--- config.mk ---
export PLATFORM = sky130hd
export DESIGN_NAME = srpb_ram
export DESIGN_NICKNAME = d
export VERILOG_FILES = /design/src/hw/rtl/srpb_pkg.sv /design/src/hw/rtl/srpb_ram.sv
export SDC_FILE = /design/constraint.sdc
export NUM_CORES = 1
export LEC_CHECK = 0
export BUFFER_PORTS_ARGS = -buffer_cell sky130_fd_sc_hd__buf_4
export CAP_MARGIN = 20
export CORE_MARGIN = 2
export CORE_UTILIZATION = 54
export CTS_BUF_LIST = sky130_fd_sc_hd__clkbuf_8
export DETAILED_ROUTE_END_ITERATION = 10
export HOLD_SLACK_MARGIN = 0.15
export PLACE_DENSITY = 0.9
export SLEW_MARGIN = 20
export SYNTH_ARGS = -nofsm -noshare
export SYNTH_HDL_FRONTEND = slang
export SYNTH_SLANG_ARGS = --single-unit
--- constraint.sdc ---
create_clock -name i_clk -period 1.7 [get_ports i_clk]
set_input_delay 0.085 -clock i_clk [delete_from_list [all_inputs] [get_ports i_clk]]
set_output_delay 0.085 -clock i_clk [all_outputs]
set_load 0.005 [all_outputs]
--- src/hw/rtl/srpb_pkg.sv ---
// ============================================================================
// srpb_pkg: shared definitions for the sparse row pattern builder
// Field widths, parameter defaults, the insert command code and the address width helper.
// ============================================================================
package srpb_pkg;

    localparam int ROWS_DEF        = 1024;
    localparam int MAX_PER_ROW_DEF = 32;

    localparam int ROW_W = 10;
    localparam int COL_W = 16;
    localparam int POS_W = 5;
    localparam int CNT_W = 16;

    localparam logic CMD_INSERT = 1'b0;

    typedef logic [COL_W-1:0] t_col;
    typedef logic [CNT_W-1:0] t_count;

    // Address bits for a store of the given depth, never less than one.
    function automatic int addr_w(int depth);
        int w;
        w = (depth > 1) ? $clog2(depth) : 1;
        return w;
    endfunction

endpackage

--- src/hw/rtl/srpb_ram.sv ---
// ============================================================================
// srpb_ram: generic simple dual-port RAM
// One write port and one read port, read data registered.
// ============================================================================
module srpb_ram import srpb_pkg::*; #(
    parameter int WIDTH = COL_W,
    parameter int DEPTH = 2
) (
    input  logic                       i_clk,
    input  logic                       i_we,
    input  logic [addr_w(DEPTH)-1:0]   i_waddr,
    input  logic [WIDTH-1:0]           i_wdata,
    input  logic [addr_w(DEPTH)-1:0]   i_raddr,
    output logic [WIDTH-1:0]           o_rdata
);

    logic [WIDTH-1:0] r_mem [DEPTH];
    logic [WIDTH-1:0] r_rdata;

    always_ff @(posedge i_clk) begin
        if (i_we) begin
            r_mem[i_waddr] <= i_wdata;
        end
        r_rdata <= r_mem[i_raddr];
    end

    assign o_rdata = r_rdata;

endmodule

==> metrics.txt <==
# TYPE chip_impl_metric gauge
chip_impl_info{name="result_of_the_run",value="finished clean"} 1
chip_impl_metric{name="antenna_nets_post_route",unit=""} 0
chip_impl_info{name="yosys-top-cells-area",value="edfxtp_1, dfxtp_1, mux2_4"} 1
chip_impl_metric{name="synth_area",unit="um2"} 1540
chip_impl_metric{name="final_core_util",unit="%"} 77.3
chip_impl_metric{name="cts_max_level",unit=""} 2
chip_impl_metric{name="grt_pass1_vias",unit=""} 815
chip_impl_metric{name="grt_usage",unit="%"} 15.9
chip_impl_metric{name="clkSlewWorstSetupHoldPaths",unit="ps"} 80
chip_impl_info{name="critical_path.top_delay_family",value="buffers and inverters"} 1
chip_impl_metric{name="antennaDiodeCount",unit=""} 0
chip_impl_info{name="timing.hold.worst.class",value="in2reg"} 1
chip_impl_metric{name="total_power_per_unit_cell_area",unit="nW/um2"} 1120
chip_impl_metric{name="core.rowCount",unit=""} 19
chip_impl_info{name="end_kind",value="flop"} 1
chip_impl_info{name="worst_path_most_repeated_cell",value="buf_4"} 1
chip_impl_metric{name="global_route_wire_length_before_repair",unit="mm"} 3.66
chip_impl_metric{name="max_freq",unit="MHz"} 790
chip_impl_info{name="cts_root_buf",value="clkbuf_8"} 1
chip_impl_metric{name="port_buffers",unit=""} 35
chip_impl_metric{name="die_h",unit="um"} 57.5
chip_impl_metric{name="route.vias.total",unit=""} 770
chip_impl_metric{name="clock-sinks",unit=""} 48
chip_impl_metric{name="finClkSkew",unit="ps"} 3.81
chip_impl_metric{name="drt_pass1_iterations",unit=""} 4
chip_impl_info{name="ys_top_cells_by_count",value="edfxtp_1, dfxtp_1, mux2_4"} 1
chip_impl_metric{name="fin_setup_tns",unit="ps"} 0
chip_impl_metric{name="largest_net_degree_at_the_start_of_global_routing",unit=""} 17
chip_impl_metric{name="globalRouteOverflowTotal",unit=""} 0
chip_impl_metric{name="share_of_layout_cells_above_drive_strength_1",unit="%"} 46.9
chip_impl_metric{name="pin_count",unit=""} 36
chip_impl_info{name="library_cell_with_the_highest_instance_count_after_synthesis",value="edfxtp_1"} 1
chip_impl_info{name="hold_start",value="i_we"} 1
chip_impl_info{name="slowest_stage_cell_on_the_critical_path",value="dlygate4sd3_1"} 1
chip_impl_metric{name="postSynthAreaPerCell",unit="um2"} 22.7
chip_impl_metric{name="finalHoldViolations",unit=""} 0
chip_impl_metric{name="route.detailed.wl_per_inst",unit="um"} 15.2
chip_impl_metric{name="replace_congestion",unit=""} 0.609
chip_impl_metric{name="total_of_flip_flops_plus_latches_after_synthesis",unit=""} 48
chip_impl_metric{name="detail_route.vias_per_cell",unit=""} 4.84
chip_impl_metric{name="cts_made_buffers",unit=""} 5
chip_impl_info{name="worst_hold_path.endpoint",value="r_mem[1][9]"} 1
chip_impl_metric{name="finalSetupViolCount",unit=""} 0
chip_impl_metric{name="drt_iter0_drc",unit=""} 25
chip_impl_info{name="rsz0062_at_grt",value="false"} 1
chip_impl_metric{name="worst_ep_required_time",unit="ps"} 1690
chip_impl_metric{name="postSynth.asyncResetShare",unit="%"} 0
chip_impl_metric{name="maxCapViolCount",unit=""} 0
chip_impl_metric{name="holdPathStages",unit=""} 2
chip_impl_metric{name="ctsLongestPathBuffers",unit=""} 2
chip_impl_metric{name="vdd.ir_drop.worst",unit="mV"} 1.31
chip_impl_metric{name="path_depth",unit=""} 4
chip_impl_metric{name="area_share_of_the_largest_cell_type_after_synthesis",unit="%"} 62.3
chip_impl_info{name="regToRegEndpoint",value="o_rdata[1]"} 1
chip_impl_metric{name="worst_ep_arrival_time",unit="ps"} 1260
chip_impl_metric{name="antenna_found_initial",unit=""} 0
chip_impl_metric{name="post_synthesis_instance_total",unit=""} 68
chip_impl_metric{name="cpPeakStageDelay",unit="ps"} 540
chip_impl_info{name="path_class",value="in2reg"} 1
chip_impl_metric{name="ff2ff_setup_slack",unit="ps"} 930
chip_impl_info{name="setup.worst_path.start_class",value="primary input"} 1
chip_impl_metric{name="critical_path_buf_inv_count",unit=""} 3
chip_impl_metric{name="post_cts.repair.setup_buffers",unit=""} 0
chip_impl_info{name="synth-main-ff-cell",value="edfxtp_1"} 1
chip_impl_metric{name="flow.area_growth_from_synthesis",unit="%"} 37.1
chip_impl_metric{name="design.final.nets",unit=""} 147
chip_impl_metric{name="max-slew-margin-rel",unit="%"} 82.4
chip_impl_info{name="crit_path_cell_trace",value="dlygate4sd3_1 -> buf_4 -> nor2b_1 -> buf_4"} 1
chip_impl_metric{name="critPathMaxFanout",unit=""} 14
chip_impl_metric{name="ys_types",unit=""} 8
chip_impl_info{name="yosysTopAreaCell",value="edfxtp_1"} 1
chip_impl_metric{name="die-area",unit="um2"} 3300
chip_impl_metric{name="floorplan.initialDensity",unit="%"} 56.4
chip_impl_metric{name="yosys_warnings",unit=""} 0
chip_impl_metric{name="worst-slew-pin-transition",unit="ps"} 263
chip_impl_metric{name="power.leakage",unit="nW"} 0.854
chip_impl_metric{name="worst-r2r-cell-count",unit=""} 1
chip_impl_metric{name="clkLatencyLatePin",unit="ps"} 290
chip_impl_metric{name="postRouteWirelength",unit="mm"} 2.42
chip_impl_metric{name="period_utilization",unit="%"} 74.5
chip_impl_info{name="tritoncts",value="yes"} 1
chip_impl_metric{name="final_period_minus_worst_setup_slack",unit="ps"} 1270
chip_impl_metric{name="die_width",unit="um"} 57.5
chip_impl_metric{name="ctsResizeCount",unit=""} 0
chip_impl_metric{name="synth_seq_area_share",unit="%"} 83.0
chip_impl_metric{name="post_detailed_route_drc_marker_count",unit=""} 0
chip_impl_metric{name="post_synth_edffs",unit=""} 32
chip_impl_metric{name="timing_max_transition_violations_final",unit=""} 0
chip_impl_info{name="crit_path_start",value="i_waddr"} 1
chip_impl_metric{name="synth_fp_nets",unit=""} 88
chip_impl_metric{name="post_cts_hold_buffer_count",unit=""} 17
chip_impl_info{name="worst_r2r_startpoint",value="r_mem[1][1]"} 1
chip_impl_metric{name="fp.coreArea",unit="um2"} 2730
==> worst max path at each step <==
| stage | slack, ps | end |
|---|---|---|
| after floorplan | 460 | r_mem[0][0] |
| after detailed placement | 700 | r_mem[0][13] |
| after global placement | 740 | r_mem[0][10] |
| after global routing | 360 | r_mem[0][6] |
| final | 430 | r_mem[0][7] |
| after CTS | 450 | r_mem[0][7] |
==> cell families after synthesis <==
logic type | count (synthesis) | synth area share (%)
flops | 48 | 83.0
mux | 16 | 14.1
buf+inv | 2 | 2.03
simple gates | 2 | 0.812
==> placed cells by master (no fill, tap or decap) <==
master         instances
nor2b_1                1
bufinv_16              1
dfxtp_1               16
buf_4                 37
and2_1                 1
dlygate4sd3_1         17
edfxtp_1              32
clkinv_1               1
mux2_4                10
mux2_2                 6
clkbuf_8               6
==> power breakdown <==
part           switching, mW  internal, mW
clock network          0.332         0.473
registers             0.0241          1.34
logic                 0.0682         0.140
total                  0.424          1.95
==> registers in the layout, summed over array words and instances, names as in the netlist <==
name     flops
r_mem       32
o_rdata     16
==> per-layer routing <==
metal / part of all wire [%] / global-route usage (%) / vias to the layer above
li1: - / - / 368
met1: 38 / 17.3 / 374
met2: 56 / 28.4 / 28
met3: 6.1 / 6.80 / 0
met4: 0 / 3.99 / 0
met5: 0 / 0 / -
==> metrics by stage <==
stage	total power, mW	instances	setup WS (ps)	hold slack [ps]	area (um2)
floorplan	1.46	68	460	184	1540
global placement	1.55	134	740	271	1830
detailed placement	1.57	134	704	275	1830
CTS	2.39	159	452	181	2110
global route	2.46	159	363	193	2110
finish	2.37	159	434	186	2110
==> layout make-up <==
type	instances	area (um2)
Clock buffer	6	82.6
Clock inverter	2	33.8
Fill cell	146	619
Sequential cell	48	1280
Timing Repair Buffer	54	448
Multi-Input combinational cell	18	230
Tap cell	31	38.8
No activity file was read; power rests on OpenSTA's default activity.
